<file path="src/cfpp_pkg.sv">
// Shared types, constants and CRC function for the framed packet parser.
`timescale 1ns / 1ps
`default_nettype none

package cfpp_pkg;

    localparam int MAX_PAYLOAD_DEF = 32;
    localparam int MAX_FRAME_DEF   = 42;

    localparam int BYTE_W     = 8;
    localparam int LIMIT_W    = 6;
    localparam int CFG_IDX_W  = 2;
    localparam int OUT_CNT_W  = 6;
    localparam int OUT_IDX_W  = 5;

    localparam int SYNC_LEN       = 2;
    localparam int HDR_LEN        = 6;
    localparam int HDR_END        = 8;
    localparam int FRAME_OVERHEAD = 10;
    localparam int HDR_W          = $clog2(HDR_LEN);

    localparam int HDR_VERSION = 0;
    localparam int HDR_ADDRESS = 1;
    localparam int HDR_SEQ     = 2;
    localparam int HDR_CMD     = 3;
    localparam int HDR_FLAGS   = 4;
    localparam int HDR_LENGTH  = 5;

    localparam logic [CFG_IDX_W-1:0] CFG_SYNC_FIRST    = 2'd0;
    localparam logic [CFG_IDX_W-1:0] CFG_SYNC_SECOND   = 2'd1;
    localparam logic [CFG_IDX_W-1:0] CFG_PROTO_VERSION = 2'd2;
    localparam logic [CFG_IDX_W-1:0] CFG_PAYLOAD_LIMIT = 2'd3;

    localparam logic [BYTE_W-1:0]  SYNC_FIRST_RST    = 8'hAA;
    localparam logic [BYTE_W-1:0]  SYNC_SECOND_RST   = 8'h55;
    localparam logic [BYTE_W-1:0]  PROTO_VERSION_RST = 8'h01;
    localparam logic [LIMIT_W-1:0] PAYLOAD_LIMIT_RST = 6'd32;

    localparam logic [15:0] CRC_INIT = 16'hFFFF;
    localparam logic [15:0] CRC_POLY = 16'hA001;

    typedef enum logic [1:0] {
        ST_RECV,
        ST_FETCH,
        ST_LOAD
    } ctl_state_t;

    typedef struct packed {
        logic take;
        logic clear_k;
        logic inc_k;
        logic load_out;
    } ctl_cmd_t;

    typedef struct packed {
        logic frame_ok;
        logic last_k;
        logic out_free;
    } dp_status_t;

    function automatic logic [15:0] crc16_update(input logic [15:0] crc_in,
                                                 input logic [BYTE_W-1:0] data);
        logic [15:0] crc;
        crc = crc_in ^ {8'h00, data};
        for (int i = 0; i < 8; i++) begin
            if (crc[0])
                crc = (crc >> 1) ^ CRC_POLY;
            else
                crc = crc >> 1;
        end
        return crc;
    endfunction

endpackage

`default_nettype wire

</file>
<file path="src/cfpp_ctrl.sv">
// Controller state machine: byte reception and result emission sequencing.
`timescale 1ns / 1ps
`default_nettype none

module cfpp_ctrl (
    input  wire logic                  clk,
    input  wire logic                  rst_n,
    input  wire logic                  rx_valid,
    output logic                       rx_ready,
    input  wire cfpp_pkg::dp_status_t  status,
    output cfpp_pkg::ctl_cmd_t         cmd
);
    import cfpp_pkg::*;

    ctl_state_t state_reg;
    ctl_state_t state_next;

    always_ff @(posedge clk or negedge rst_n)
    begin
        if (!rst_n)
            state_reg <= ST_RECV;
        else
            state_reg <= state_next;
    end

    always_comb
    begin
        state_next = state_reg;
        case (state_reg)
            ST_RECV:
            begin
                if (rx_valid && status.frame_ok)
                    state_next = ST_FETCH;
            end
            ST_FETCH:
                state_next = ST_LOAD;
            ST_LOAD:
            begin
                if (status.out_free)
                    state_next = status.last_k ? ST_RECV : ST_FETCH;
            end
            default:
                state_next = ST_RECV;
        endcase
    end

    always_comb
    begin
        rx_ready     = 1'b0;
        cmd          = '0;
        case (state_reg)
            ST_RECV:
            begin
                rx_ready    = 1'b1;
                cmd.take    = rx_valid;
                cmd.clear_k = rx_valid && status.frame_ok;
            end
            ST_FETCH:
                cmd = '0;
            ST_LOAD:
            begin
                cmd.load_out = status.out_free;
                cmd.inc_k    = status.out_free && !status.last_k;
            end
            default:
                cmd = '0;
        endcase
    end

endmodule

`default_nettype wire

</file>
<file path="src/cfpp_datapath.sv">
// Datapath: config registers, frame counter, header, CRC, payload memory, result register.
`timescale 1ns / 1ps
`default_nettype none

module cfpp_datapath #(
    parameter int MAX_PAYLOAD = cfpp_pkg::MAX_PAYLOAD_DEF,
    parameter int MAX_FRAME   = cfpp_pkg::MAX_FRAME_DEF
) (
    input  wire logic                                  clk,
    input  wire logic                                  rst_n,
    input  wire logic                                  cfg_we,
    input  wire logic [cfpp_pkg::CFG_IDX_W-1:0]        cfg_index,
    input  wire logic [cfpp_pkg::BYTE_W-1:0]           cfg_data,
    input  wire logic [cfpp_pkg::BYTE_W-1:0]           rx_byte,
    input  wire cfpp_pkg::ctl_cmd_t                    cmd,
    output cfpp_pkg::dp_status_t                       status,
    input  wire logic                                  res_ready,
    output logic                                       res_valid,
    output logic [cfpp_pkg::BYTE_W-1:0]                node_address,
    output logic [cfpp_pkg::BYTE_W-1:0]                sequence_no,
    output logic [cfpp_pkg::BYTE_W-1:0]                command_code,
    output logic [cfpp_pkg::BYTE_W-1:0]                flag_bits,
    output logic [cfpp_pkg::OUT_CNT_W-1:0]             payload_count,
    output logic [cfpp_pkg::OUT_IDX_W-1:0]             payload_index,
    output logic [cfpp_pkg::BYTE_W-1:0]                payload_byte,
    output logic                                       last_of_frame
);
    import cfpp_pkg::*;

    localparam int CNT_W = $clog2(MAX_FRAME + 1);
    localparam int CMP_W = ((CNT_W > BYTE_W) ? CNT_W : BYTE_W) + 1;
    localparam int AW    = (MAX_PAYLOAD > 1) ? $clog2(MAX_PAYLOAD) : 1;
    localparam int IW    = (AW > OUT_IDX_W) ? AW : OUT_IDX_W;

    logic [BYTE_W-1:0]  sync_first_reg;
    logic [BYTE_W-1:0]  sync_second_reg;
    logic [BYTE_W-1:0]  proto_version_reg;
    logic [LIMIT_W-1:0] payload_limit_reg;

    logic [CNT_W-1:0]   cnt_reg, cnt_next;
    logic [BYTE_W-1:0]  hdr_reg [HDR_LEN];
    logic [BYTE_W-1:0]  hdr_next [HDR_LEN];
    logic [15:0]        crc_reg, crc_next;
    logic [BYTE_W-1:0]  crc_low_reg, crc_low_next;
    logic [AW-1:0]      k_reg, k_next;

    logic [BYTE_W-1:0]  mem [MAX_PAYLOAD];
    logic [BYTE_W-1:0]  rd_data_reg;
    logic               mem_we;
    logic [AW-1:0]      mem_waddr;

    logic [CMP_W-1:0]   p_w, cnt1_w, pay_off, plen_cur, plen_new, lim_w, n_w;
    logic [HDR_W-1:0]   hidx;
    logic               done;
    logic [IW-1:0]      k_wide;

    // configuration
    always_ff @(posedge clk or negedge rst_n)
    begin
        if (!rst_n)
        begin
            sync_first_reg    <= SYNC_FIRST_RST;
            sync_second_reg   <= SYNC_SECOND_RST;
            proto_version_reg <= PROTO_VERSION_RST;
            payload_limit_reg <= PAYLOAD_LIMIT_RST;
        end
        else if (cfg_we)
        begin
            case (cfg_index)
                CFG_SYNC_FIRST:    sync_first_reg    <= cfg_data;
                CFG_SYNC_SECOND:   sync_second_reg   <= cfg_data;
                CFG_PROTO_VERSION: proto_version_reg <= cfg_data;
                CFG_PAYLOAD_LIMIT: payload_limit_reg <= cfg_data[LIMIT_W-1:0];
                default:           ;
            endcase
        end
    end

    assign p_w      = CMP_W'(cnt_reg);
    assign cnt1_w   = p_w + CMP_W'(1);
    assign pay_off  = p_w - CMP_W'(HDR_END);
    assign hidx     = HDR_W'(p_w - CMP_W'(SYNC_LEN));
    assign plen_cur = CMP_W'(hdr_reg[HDR_LENGTH]);
    assign plen_new = (p_w == CMP_W'(HDR_END - 1)) ? CMP_W'(rx_byte) : plen_cur;
    assign lim_w    = (CMP_W'(payload_limit_reg) > CMP_W'(MAX_PAYLOAD)) ?
                      CMP_W'(MAX_PAYLOAD) : CMP_W'(payload_limit_reg);
    assign mem_waddr = pay_off[AW-1:0];

    // per-byte frame tracking
    always_comb
    begin
        cnt_next     = cnt_reg;
        hdr_next     = hdr_reg;
        crc_next     = crc_reg;
        crc_low_next = crc_low_reg;
        mem_we       = 1'b0;
        done         = 1'b0;
        if (cnt_reg == CNT_W'(0))
        begin
            if (rx_byte == sync_first_reg)
                cnt_next = CNT_W'(1);
        end
        else if (cnt_reg == CNT_W'(1))
        begin
            if (rx_byte == sync_second_reg)
                cnt_next = CNT_W'(2);
            else if (rx_byte == sync_first_reg)
                cnt_next = CNT_W'(1);
            else
                cnt_next = CNT_W'(0);
        end
        else if (p_w >= CMP_W'(MAX_FRAME))
        begin
            cnt_next = CNT_W'(0);
        end
        else
        begin
            if (p_w < CMP_W'(HDR_END))
            begin
                hdr_next[hidx] = rx_byte;
                crc_next = crc16_update((p_w == CMP_W'(SYNC_LEN)) ? CRC_INIT : crc_reg,
                                        rx_byte);
            end
            else if (p_w < CMP_W'(HDR_END) + plen_cur)
            begin
                mem_we   = (pay_off < CMP_W'(MAX_PAYLOAD));
                crc_next = crc16_update(crc_reg, rx_byte);
            end
            else if (p_w == CMP_W'(HDR_END) + plen_cur)
            begin
                crc_low_next = rx_byte;
            end
            cnt_next = CNT_W'(cnt1_w);
            if (cnt1_w >= CMP_W'(HDR_END))
            begin
                if (plen_new > lim_w)
                begin
                    cnt_next = CNT_W'(0);
                end
                else if (cnt1_w == CMP_W'(FRAME_OVERHEAD) + plen_new)
                begin
                    cnt_next = CNT_W'(0);
                    done     = 1'b1;
                end
            end
        end
    end

    always_ff @(posedge clk or negedge rst_n)
    begin
        if (!rst_n)
        begin
            cnt_reg     <= '0;
            crc_reg     <= CRC_INIT;
            crc_low_reg <= '0;
            for (int i = 0; i < HDR_LEN; i++)
                hdr_reg[i] <= '0;
        end
        else if (cmd.take)
        begin
            cnt_reg     <= cnt_next;
            crc_reg     <= crc_next;
            crc_low_reg <= crc_low_next;
            hdr_reg     <= hdr_next;
        end
    end

    // payload memory
    always_ff @(posedge clk)
    begin
        if (cmd.take && mem_we)
            mem[mem_waddr] <= rx_byte;
    end

    always_ff @(posedge clk)
    begin
        rd_data_reg <= mem[k_reg];
    end

    // emission index
    always_comb
    begin
        k_next = k_reg;
        if (cmd.clear_k)
            k_next = '0;
        else if (cmd.inc_k)
            k_next = k_reg + AW'(1);
    end

    always_ff @(posedge clk or negedge rst_n)
    begin
        if (!rst_n)
            k_reg <= '0;
        else
            k_reg <= k_next;
    end

    assign n_w    = (plen_cur == '0) ? CMP_W'(1) : plen_cur;
    assign k_wide = IW'(k_reg);

    assign status.frame_ok = done && (hdr_reg[HDR_VERSION] == proto_version_reg) &&
                             ({rx_byte, crc_low_reg} == crc_reg);
    assign status.last_k   = (CMP_W'(k_reg) + CMP_W'(1)) == n_w;
    assign status.out_free = !res_valid || res_ready;

    // result register
    always_ff @(posedge clk or negedge rst_n)
    begin
        if (!rst_n)
            res_valid <= 1'b0;
        else if (cmd.load_out)
            res_valid <= 1'b1;
        else if (res_ready)
            res_valid <= 1'b0;
    end

    always_ff @(posedge clk)
    begin
        if (cmd.load_out)
        begin
            node_address  <= hdr_reg[HDR_ADDRESS];
            sequence_no   <= hdr_reg[HDR_SEQ];
            command_code  <= hdr_reg[HDR_CMD];
            flag_bits     <= hdr_reg[HDR_FLAGS];
            payload_count <= hdr_reg[HDR_LENGTH][OUT_CNT_W-1:0];
            payload_index <= k_wide[OUT_IDX_W-1:0];
            payload_byte  <= (plen_cur == '0) ? '0 : rd_data_reg;
            last_of_frame <= status.last_k;
        end
    end

endmodule

`default_nettype wire

</file>
<file path="src/crc16_framed_packet_parser.sv">
// Top level of the CRC-16 framed packet parser.
// Reception: one byte per cycle; rx_ready is low while a good frame is emitted.
// Emission: after the closing CRC byte, each result passes a fetch state (payload memory
// read) and a load state; a load waits while res_valid is high and res_ready is low.
// A good frame of n payload bytes holds off input until its max(n,1) results are loaded.
// Reset restores register defaults and CRC_INIT, clears counters; payload memory is not cleared.
`timescale 1ns / 1ps
`default_nettype none

module crc16_framed_packet_parser #(
    parameter int MAX_PAYLOAD = cfpp_pkg::MAX_PAYLOAD_DEF,
    parameter int MAX_FRAME   = cfpp_pkg::MAX_FRAME_DEF
) (
    input  wire logic                              clk,
    input  wire logic                              rst_n,
    input  wire logic                              cfg_we,
    input  wire logic [cfpp_pkg::CFG_IDX_W-1:0]    cfg_index,
    input  wire logic [cfpp_pkg::BYTE_W-1:0]       cfg_data,
    input  wire logic                              rx_valid,
    output logic                                   rx_ready,
    input  wire logic [cfpp_pkg::BYTE_W-1:0]       rx_byte,
    output logic                                   res_valid,
    input  wire logic                              res_ready,
    output logic [cfpp_pkg::BYTE_W-1:0]            node_address,
    output logic [cfpp_pkg::BYTE_W-1:0]            sequence_no,
    output logic [cfpp_pkg::BYTE_W-1:0]            command_code,
    output logic [cfpp_pkg::BYTE_W-1:0]            flag_bits,
    output logic [cfpp_pkg::OUT_CNT_W-1:0]         payload_count,
    output logic [cfpp_pkg::OUT_IDX_W-1:0]         payload_index,
    output logic [cfpp_pkg::BYTE_W-1:0]            payload_byte,
    output logic                                   last_of_frame
);
    import cfpp_pkg::*;

    ctl_cmd_t   cmd;
    dp_status_t status;

    cfpp_ctrl u_ctrl (
        .clk      (clk),
        .rst_n    (rst_n),
        .rx_valid (rx_valid),
        .rx_ready (rx_ready),
        .status   (status),
        .cmd      (cmd)
    );

    cfpp_datapath #(
        .MAX_PAYLOAD (MAX_PAYLOAD),
        .MAX_FRAME   (MAX_FRAME)
    ) u_datapath (
        .clk           (clk),
        .rst_n         (rst_n),
        .cfg_we        (cfg_we),
        .cfg_index     (cfg_index),
        .cfg_data      (cfg_data),
        .rx_byte       (rx_byte),
        .cmd           (cmd),
        .status        (status),
        .res_ready     (res_ready),
        .res_valid     (res_valid),
        .node_address  (node_address),
        .sequence_no   (sequence_no),
        .command_code  (command_code),
        .flag_bits     (flag_bits),
        .payload_count (payload_count),
        .payload_index (payload_index),
        .payload_byte  (payload_byte),
        .last_of_frame (last_of_frame)
    );

endmodule

`default_nettype wire

</file>
<file path="config.mk">
export PLATFORM = sky130hd
export DESIGN_NAME = crc16_framed_packet_parser
export DESIGN_NICKNAME = d
export VERILOG_FILES = /design/src/cfpp_pkg.sv /design/src/cfpp_ctrl.sv /design/src/cfpp_datapath.sv /design/src/crc16_framed_packet_parser.sv
export SDC_FILE = /design/constraint.sdc
export NUM_CORES = 1
export LEC_CHECK = 0
export ABC_CLOCK_PERIOD_IN_PS = 10920
export BUFFER_PORTS_ARGS = -buffer_cell sky130_fd_sc_hd__buf_2
export CAP_MARGIN = 20
export CORE_ASPECT_RATIO = 1.25
export CORE_MARGIN = 2
export CORE_UTILIZATION = 63
export DETAILED_ROUTE_END_ITERATION = 8
export HOLD_SLACK_MARGIN = 0.05
export PLACE_DENSITY = 0.83
export RECOVER_POWER = 100
export REMOVE_ABC_BUFFERS = 1
export SYNTH_ARGS = -nofsm -noshare
export SYNTH_HDL_FRONTEND = slang
export SYNTH_SLANG_ARGS = --single-unit
</file>
<file path="constraint.sdc">
create_clock -name clk -period 10.92 [get_ports clk]
set_input_delay 0.546 -clock clk [delete_from_list [all_inputs] [get_ports clk]]
set_output_delay 0.546 -clock clk [all_outputs]
set_load 0.05 [all_outputs]
</file>
== Yosys cells after proc, flatten, opt, wreduce, memory -nomap -nowiden ==
Memories as Yosys holds them, arrays and structs flattened. A register that Yosys moved wholly into a read port is not among the register bits.
Index checks and enable logic that the tools add are counted.
Storage, ports and cells
  word-level logic and storage cells: 229
  output and inout bits: 54
  input bits: 23
  bits in registers: 168
  memories kept: 1
  bits in writable memories: 256
Cells by class
  $add $sub $neg: 7
  eq/ne operators: 18
  multiplexer cells: 121
  $lt $le $gt $ge: 9
  bitwise operators: 24
  reduce and logical (&&, ||, !) cells: 25
Memories
  u_datapath.mem: words 32, bits a word 8, rd ports 1, clocked after memory_dff 1, write ports 1, line cfpp_datapath.sv:47  | logic [BYTE_W-1:0] mem [MAX_PAYLOAD];
Operators with widths (number)
  $mux W16: 82
  $mux W6: 9
  $bwmux W48: 1
  $not A2 Y3: 16
  $xor A16 B8 Y16: 2
  $demux W8 S3: 1
  $eq A8 B8 Y1: 3
  $mux W8: 3
  $eq A9 B9 Y1: 2
  $mux W1: 18
  $eq A16 B16 Y1: 1
  $reduce_and A2 Y1: 6
  $mux W5: 2
  $reduce_and A5 Y1: 2
  $add A4 B8 Y9 const A: 1
  $add A4 B9 Y9 const A: 1
  $eq A6 B9 Y1: 1
  $ge A9 B4 Y1 const B: 1
  $gt A9 B9 Y1: 1
  $logic_not A9 Y1: 1
  $lt A6 B9 Y1: 1
  $lt A9 B6 Y1 const B: 1
  $mux W2: 4
  $add A6 B1 Y7 const B: 1
  other kinds (26): 43

== Longest topological paths before layout ==
Gate-level depths: netlist (run 1).
  depth in word-level cells: 54
  depth in mapped cells: 16
  mapped depth without buffers: 14

== Hierarchy ==
A second synthesis (run 1) with hierarchy kept.
Second synthesis, totals
  cells, all modules: 1102
  area, all modules: 18340.1 sq um
Modules (own cells, without submodules)
  cfpp_datapath: area each 18223.7 sq um, cells an instance 1092, instances 1
  cfpp_ctrl: area each 116.4 sq um, cells an instance 10, instances 1

== Least setup slack after synthesis (run 1) ==
OpenSTA, ideal clock, no wires.
  path kind: register to register
  from: reg u_datapath.res_valid
  to: reg u_datapath.k_reg[4]
  cell stages (with the launch flop): 7
  arrival: 3.825 ns
  setup slack: 6.970 ns
  library setup time: 0.126 ns
  data required time: 10.794 ns
  buffers on the path: 0
  path through: dfrtp_1 -> nand2b_1 -> nor2b_1 -> and2_1 -> nand3_1 -> xor2_1 -> nor2_1
On the way
  cells in the longest elaborated chain, start to end: 5
RTL lines
  start: declaration: line cfpp_datapath.sv:18  | output logic res_valid,
  start signal: assignment: line cfpp_datapath.sv:210  | res_valid <= 1'b0;
  start signal: assignment: line cfpp_datapath.sv:212  | res_valid <= 1'b1;
  start signal: assignment: line cfpp_datapath.sv:214  | res_valid <= 1'b0;
  $logic_not A1 Y1: line cfpp_datapath.sv:204  | assign status.out_free = !res_valid || res_ready;
  $logic_or A1 B1 Y1: line cfpp_datapath.sv:204
  $logic_and A1 B1 Y1: line cfpp_ctrl.sv:63  | cmd.inc_k = status.out_free && !status.last_k;
  $mux W2: line cfpp_ctrl.sv:51  | case (state_reg)
  $reduce_bool A2 Y1 (no source line)
  end signal: assignment: line cfpp_datapath.sv:195  | k_reg <= k_next;
  end: declaration: line cfpp_datapath.sv:45  | logic [AW-1:0] k_reg, k_next;
Every way passes these cells.
A chain may end at the register's enable or synchronous reset.

== Final worst setup path (run 1) ==
  from: reg u_datapath.k_reg[0]
  to: reg u_datapath.k_reg[4]
On the way
  cells in the longest elaborated chain, start to end: 6
  elaborated cells between the ends (all ways): 9
  those cells by class: add/sub (2); eq/ne (1); mux (3); reduce/logical (3)
RTL lines
  $add A5 B1 Y6: line cfpp_datapath.sv:203  | assign status.last_k = (CMP_W'(k_reg) + CMP_W'(1)) == n_w;
  $eq A9 B9 Y1: line cfpp_datapath.sv:203
  $logic_not A1 Y1: line cfpp_ctrl.sv:63
  $logic_and A1 B1 Y1: line cfpp_ctrl.sv:63
  $mux W2: line cfpp_ctrl.sv:51
  $reduce_bool A2 Y1 (no source line)
Parallel ways exist; a longest one is shown, timed or not. The select of a mux whose other input is x is not followed.

==> impl_metrics.toml, run 1 <==
[critical_path]
cp-end-kind = "register"
critPathLaunchType = "register"
critical_path_required_ns = 11.33
critPathKind = "reg -> reg"
worst-path-max-fanout = 47
arrival_ns = 6.80
setup.reg_to_reg.worst_slack_ns = 4.53

[timing]
timing.max_slew.rel_slack = -1.49
layout_min_cycle_time_ns = 6.39
setup_viol = 0
setup_total_negative_slack_ns = 0
grt_setup_unrepaired = "false"
slew_viol_final = 634
timing_worst_slew_pin_value_ns = 3.74
maxClockFrequency_mhz = 156
worst_clock_skew_ns = 0.0254
final.period_utilization = 0.585
hold_violations = 0

[grt]
grt_start_max_net_pins = 70
grt_util_all_layers = 0.267
grt_pass1_wl_um = 60600
grt_pass1_vias = 10200
antenna_found_initial = 0
overflow = 0

[layout]
design.final.nets = 1199
layout-area-overhead-vs-synth_pct = 10.5
drive_above_1_share = 0.255
antennaDiodeCount = 0
largest_reg_flops = 256

[outcome]
violations_in_the_final_reports = "max-capacitance violations, max-slew violations"
result_of_the_run = "finished, violations left"

[power]
power.total_w = 0.00535
power.density_cell_area_nw_per_um2 = 263
max_vdd_drop_mv = 0.167
leak_pwr_nw = 7.19

[routing]
totalWireLength_um = 39100
drtAntennaViolNets = 0
detail_routed_net_length_per_standard_cell_um = 24.7
drt_iter0_markers = 771
avgViaCountPerCell = 6.26
route.vias.total = 9911
drt-pass1-iter-count = 6
drt_drc_violations_left = 0

[clock_network]
clock_tree.buffer_depth = 3
clock_sink_count = 432
h-tree-depth = 2
clockRootBuffer = "sky130_fd_sc_hd__clkbuf_16"
tritoncts = "yes"
cts.reportedPaths.clkPinSlew_ns = 0.06
cts_inserted_buffers = 40
clock_insertion_delay_worst_skew_ns = 0.54

[floorplan]
die-height_um = 195
floorplan.die.width_um = 157
start_util = 0.634
ios = 77
core.rowCount = 70
die_area_sq_um = 30700
design.core.area_sq_um = 29100

[synthesis]
post_synth_inst_count = 1078
count_of_flip_flops_with_a_built_in_enable_after_synthesis = 308
syn_area_per_cell_sq_um = 17.1
postSynthRegisterBits = 432
syn-cell-area_sq_um = 18400
ys_warn_count = 0
synth.lib_cells_used.distinct = 72
synth_ff_type = "sky130_fd_sc_hd__edfxtp_1"
share_of_flip_flops_with_an_asynchronous_set_or_reset_after_synthesis = 0.269
synth_seq_area_share = 0.669

[place]
finalWeightedCongestion = 0.881
detailed_placement_hpwl_um = 23800
count_of_buffers_from_port_buffering = 76

[worst_hold_path]
hold_path_class = "in -> reg"

[run]
count_of_max_cap_constraint_violations = 16
[logic make-up (layout without fill, tap and decap cells)]
kind of cell / Yosys count / in the layout / share of synthesized area
AND/OR/NAND/NOR: 202 / 202 / 0.0613
AO/OA/AOI/OAI: 61 / 61 / 0.0235
buffers and inverters: 70 / 180 / 0.0170
XOR/XNOR: 95 / 95 / 0.0459
flip-flops: 432 / 432 / 0.669
multiplexers: 198 / 198 / 0.169
adder cells (fa/ha/maj): 20 / 20 / 0.0136
[repair_timing]
action / in CTS / in global routing
endpoints found under the hold margin: 2 / 0
setup buffers: 0 / 0
hold buffers: 1 / 0
resized for setup: 0 / 0
[cells in the mapped netlist (all sizes together), types with 10 or more instances]
library cell / n / area (sq um)
a21oi: 10 / 50.1
inv: 13 / 48.8
edfxtp: 308 / 9250
buf: 21 / 120
ha: 20 / 250
and2: 12 / 75.1
nor4: 15 / 154
nand2b: 10 / 62.6
nor2: 52 / 208
clkbuf: 35 / 141
dfrtp: 90 / 2250
mux4: 80 / 1800
mux2: 111 / 1250
xnor2: 39 / 342
xor2: 55 / 482
dfstp: 26 / 683
nand3: 19 / 100
nand2: 45 / 169
nor3: 11 / 71.3
[placed cells by master (no fill, tap or decap), types with 7 or more instances in the layout]
cell / n
sky130_fd_sc_hd__a21oi_1: 10
sky130_fd_sc_hd__a31oi_1: 9
sky130_fd_sc_hd__and2_0: 9
sky130_fd_sc_hd__buf_2: 17
sky130_fd_sc_hd__bufinv_16: 7
sky130_fd_sc_hd__clkbuf_1: 79
sky130_fd_sc_hd__clkbuf_16: 41
sky130_fd_sc_hd__clkinv_2: 8
sky130_fd_sc_hd__dfrtp_1: 90
sky130_fd_sc_hd__dfstp_2: 26
sky130_fd_sc_hd__dfxtp_1: 8
sky130_fd_sc_hd__edfxtp_1: 308
sky130_fd_sc_hd__ha_1: 20
sky130_fd_sc_hd__inv_1: 12
sky130_fd_sc_hd__mux2_1: 8
sky130_fd_sc_hd__mux2_2: 102
sky130_fd_sc_hd__mux2i_1: 7
sky130_fd_sc_hd__mux4_2: 80
sky130_fd_sc_hd__nand2_1: 45
sky130_fd_sc_hd__nand2b_1: 10
sky130_fd_sc_hd__nand3_1: 18
sky130_fd_sc_hd__nand3b_1: 8
sky130_fd_sc_hd__nor2_1: 50
sky130_fd_sc_hd__nor2b_1: 8
sky130_fd_sc_hd__nor3_1: 10
sky130_fd_sc_hd__nor4_1: 14
sky130_fd_sc_hd__o21ai_0: 8
sky130_fd_sc_hd__xnor2_1: 39
sky130_fd_sc_hd__xor2_1: 55
[path summary, 6_finish.rpt]
kind,start,to,depth (start not counted)
worst max-delay path,u_datapath.k_reg[0]$_DFFE_PN0P_,u_datapath.k_reg[4]$_DFFE_PN0P_,10
worst min-delay path,cfg_data[6],u_datapath.proto_version_reg[6]$_DFFE_PN0P_,2
worst max register to register,u_datapath.k_reg[0]$_DFFE_PN0P_,u_datapath.k_reg[4]$_DFFE_PN0P_,10
worst min register to register,u_datapath.hdr_reg[21]$_DFFE_PN0P_,u_datapath.command_code[5]$_DFFE_PP_,0
max in group asynchronous,rst_n,u_datapath.k_reg[0]$_DFFE_PN0P_,3
min in group asynchronous,rst_n,u_datapath.hdr_reg[46]$_DFFE_PN0P_,2
[critical path, cell delays in order (launching register included)]
cell and delay [ns]:
sky130_fd_sc_hd__dfrtp_1 1.36, sky130_fd_sc_hd__clkbuf_1 2.66, sky130_fd_sc_hd__ha_1 0.55, sky130_fd_sc_hd__and2_0 0.25, sky130_fd_sc_hd__a211oi_1 0.11, sky130_fd_sc_hd__o32ai_1 0.36
sky130_fd_sc_hd__o2111ai_1 0.25, sky130_fd_sc_hd__and2_0 0.29, sky130_fd_sc_hd__nand3_1 0.16, sky130_fd_sc_hd__xor2_1 0.17, sky130_fd_sc_hd__nor2_1 0.07
[final cells by class]
cell class / count / area (sq um)
Clock buffer: 49 / 1070
Tap cell: 396 / 495
Sequential cell: 432 / 12300
Multi-Input combinational cell: 576 / 5730
Fill cell: 1916 / 8700
Inverter: 14 / 52.6
Clock inverter: 25 / 315
Timing Repair Buffer: 92 / 380
[per-layer routing]
layer | part of all wire | track usage | vias up
met1 | 0.39 | 0.357 | 5066
li1 | - | - | 4288
met2 | 0.50 | 0.443 | 457
met4 | 0.040 | 0.102 | 0
met3 | 0.066 | 0.0457 | 100
met5 | 0 | 0 | -
[where the power goes]
part | switching (W) | internal [W] | total (W)
Clock | 0.000593 | 0.000867 | 0.00146
Combinational | 0.000848 | 0.000791 | 0.00164
Sequential | 0.000240 | 0.00202 | 0.00226
Total | 0.00168 | 0.00367 | 0.00535
[stage by stage]
stage	setup slack, ns	utilization	instance area (sq um)	instances	hold WS [ns]
floorplan	6.50	-	18200	1022	0.250
global placement	6.70	0.659	19200	1506	0.426
detailed placement	6.54	0.659	19200	1506	0.430
CTS	6.44	0.707	20600	1581	0.287
global route	3.71	0.701	20400	1584	0.289
finish	4.53	0.701	20400	1584	0.294
Power figures use the tool's default switching activity.
==> run 2, diff against run 1 <==
Settings changed: ABC_CLOCK_PERIOD_IN_PS 10920 to 6450, CORE_UTILIZATION 63 to 62, PLACE_DENSITY 0.83 to 0.82.
Clock period 10.92 ns to 6.45 ns, I/O delays scaled along.
==> impl_metrics.toml, run 2 (synthesis gave the netlist of run 1 again) <==
[timing]
final.period_utilization = 0.809
setup_viol = 0
timing_worst_slew_pin_value_ns = 3.94
maxClockFrequency_mhz = 192
layout_min_cycle_time_ns = 5.22
timing.max_slew.rel_slack = -1.63
hold_violations = 0
setup_total_negative_slack_ns = 0
slew_viol_final = 614
worst_clock_skew_ns = 0.0319
grt_setup_unrepaired = "false"

[routing]
drt-pass1-iter-count = 5
detail_routed_net_length_per_standard_cell_um = 24.4
route.vias.total = 9793
drt_iter0_markers = 905
totalWireLength_um = 38600
avgViaCountPerCell = 6.18
drt_drc_violations_left = 0
drtAntennaViolNets = 0

[floorplan]
ios = 77
die-height_um = 197
die_area_sq_um = 31200
design.core.area_sq_um = 29300
start_util = 0.630
core.rowCount = 70
floorplan.die.width_um = 158

[critical_path]
reg2regPathDepth = 9
arrival_ns = 5.65
reg2reg_from = "u_datapath.k_reg[1]$_DFFE_PN0P_"
critPathLaunchType = "register"
worst-path-max-fanout = 69
cp-end-kind = "register"
critical_path_required_ns = 6.88
setup.reg_to_reg.worst_slack_ns = 1.23
setup.worst_path.start = "u_datapath.k_reg[1]$_DFFE_PN0P_"
crit_end = "u_datapath.k_reg[4]$_DFFE_PN0P_"
critPathKind = "reg -> reg"
crit-reg2reg-capture = "u_datapath.k_reg[4]$_DFFE_PN0P_"

[outcome]
violations_in_the_final_reports = "max-capacitance violations, max-slew violations"
result_of_the_run = "finished, violations left"

[clock_network]
h-tree-depth = 2
tritoncts = "yes"
clock_sink_count = 432
clock_insertion_delay_worst_skew_ns = 0.56
post_cts.repair.setup_buffers = 0
clock_tree.buffer_depth = 3
cts.reportedPaths.clkPinSlew_ns = 0.06
clockRootBuffer = "sky130_fd_sc_hd__clkbuf_16"
cts_inserted_buffers = 41

[worst_hold_path]
hold_path_class = "in -> reg"

[power]
switchingPower_w = 0.00286
comb_pwr_share = 0.315
power_switching_share = 0.319
cell_internal_pwr_w = 0.00609
max_vdd_drop_mv = 0.304
power_frac_clock = 0.259
power.total_w = 0.00894
leak_pwr_nw = 7.14
power.density_cell_area_nw_per_um2 = 440
seq_power_share = 0.426

[place]
detailed_placement_hpwl_um = 23400
finalWeightedCongestion = 0.885
count_of_buffers_from_port_buffering = 76

[layout]
largest_reg_flops = 256
drive_above_1_share = 0.253
layout-area-overhead-vs-synth_pct = 10.1
design.final.nets = 1201
layout_common_cells = "sky130_fd_sc_hd__edfxtp_1 (308), sky130_fd_sc_hd__mux2_2 (102), sky130_fd_sc_hd__dfrtp_1 (89), sky130_fd_sc_hd__mux4_2 (80), sky130_fd_sc_hd__clkbuf_1 (76)"
layout.cells.most_common = "sky130_fd_sc_hd__edfxtp_1"
antennaDiodeCount = 0

[run]
count_of_max_cap_constraint_violations = 16

[grt]
grt_pass1_vias = 10200
antenna_found_initial = 0
grt_pass1_wl_um = 59800
grt_start_max_net_pins = 79
grt_util_all_layers = 0.259
overflow = 0
## run 2: worst max-delay path: stages (launching register included)
cell,delay [ns]
sky130_fd_sc_hd__dfrtp_2,0.36
sky130_fd_sc_hd__clkbuf_1,2.76
sky130_fd_sc_hd__a31oi_1,0.36
sky130_fd_sc_hd__a211oi_1,0.44
sky130_fd_sc_hd__a211oi_1,0.09
sky130_fd_sc_hd__o2111ai_1,0.33
sky130_fd_sc_hd__and2_0,0.34
sky130_fd_sc_hd__nand3_1,0.13
sky130_fd_sc_hd__xor2_1,0.20
sky130_fd_sc_hd__nor2_1,0.06
## run 2: how the worst min path moves through the flow
| stage | start | cells past startpoint | slack [ns] | end |
|---|---|---|---|---|
| after floorplan | rst_n | 0 | 0.03 | u_ctrl.state_reg[0]$_DFFE_PN0P_ |
| after global placement | rst_n | 1 | 0.33 | u_datapath.hdr_reg[35]$_DFFE_PN0P_ |
| after detailed placement | rst_n | 1 | 0.32 | u_datapath.hdr_reg[37]$_DFFE_PN0P_ |
| after CTS | cfg_data[5] | 2 | 0.06 | u_datapath.payload_limit_reg[5]$_DFFE_PN1P_ |
| after global routing | cfg_data[7] | 2 | 0.07 | u_datapath.sync_second_reg[7]$_DFFE_PN0P_ |
| final | cfg_data[7] | 2 | 0.08 | u_datapath.sync_second_reg[7]$_DFFE_PN0P_ |
## run 2: final cells by class
class / instances / area [sq um]
inverters: 14 / 52.6
clock inverters: 28 / 249
repair buffers: 93 / 405
clock buffers: 45 / 1040
multi-input cells: 576 / 5730
fillers: 1964 / 8940
well taps: 396 / 495
flip-flops and latches: 432 / 12300
## run 2: repair_timing
item                                   4_1_cts  5_1_grt
hold buffers                                 1        0
gates resized for setup                      0        0
endpoints found under the hold margin       38        0
## run 2: layer usage
metal / up-vias / global-route usage / share of wire
li1: 4287 / - / -
met1: 5021 / 0.347 / 0.40
met2: 406 / 0.436 / 0.51
met3: 79 / 0.0378 / 0.059
met4: 0 / 0.0968 / 0.033
met5: - / 0 / 0
## run 2: through the flow
stage	area (sq um)	worst slack [ns]	hold WS, ns	cells	util
finish	20300	1.23	0.0779	1584	0.694
global route	20300	0.944	0.0690	1584	0.694
CTS	20500	1.99	0.0593	1580	0.700
detailed placement	19200	2.00	0.324	1506	0.655
global placement	19200	2.27	0.325	1506	0.655
floorplan	18200	2.03	0.0269	1022	-
## run 2: power groups by stage
stage / Clock (W) / Combinational [W] / Sequential, W
finish: 0.00232 / 0.00282 / 0.00381
floorplan: 0 / 0.00195 / 0.00401
global route: 0.00245 / 0.00302 / 0.00386
detailed placement: 0 / 0.00280 / 0.00386
global placement: 0 / 0.00273 / 0.00384
CTS: 0.00236 / 0.00283 / 0.00380
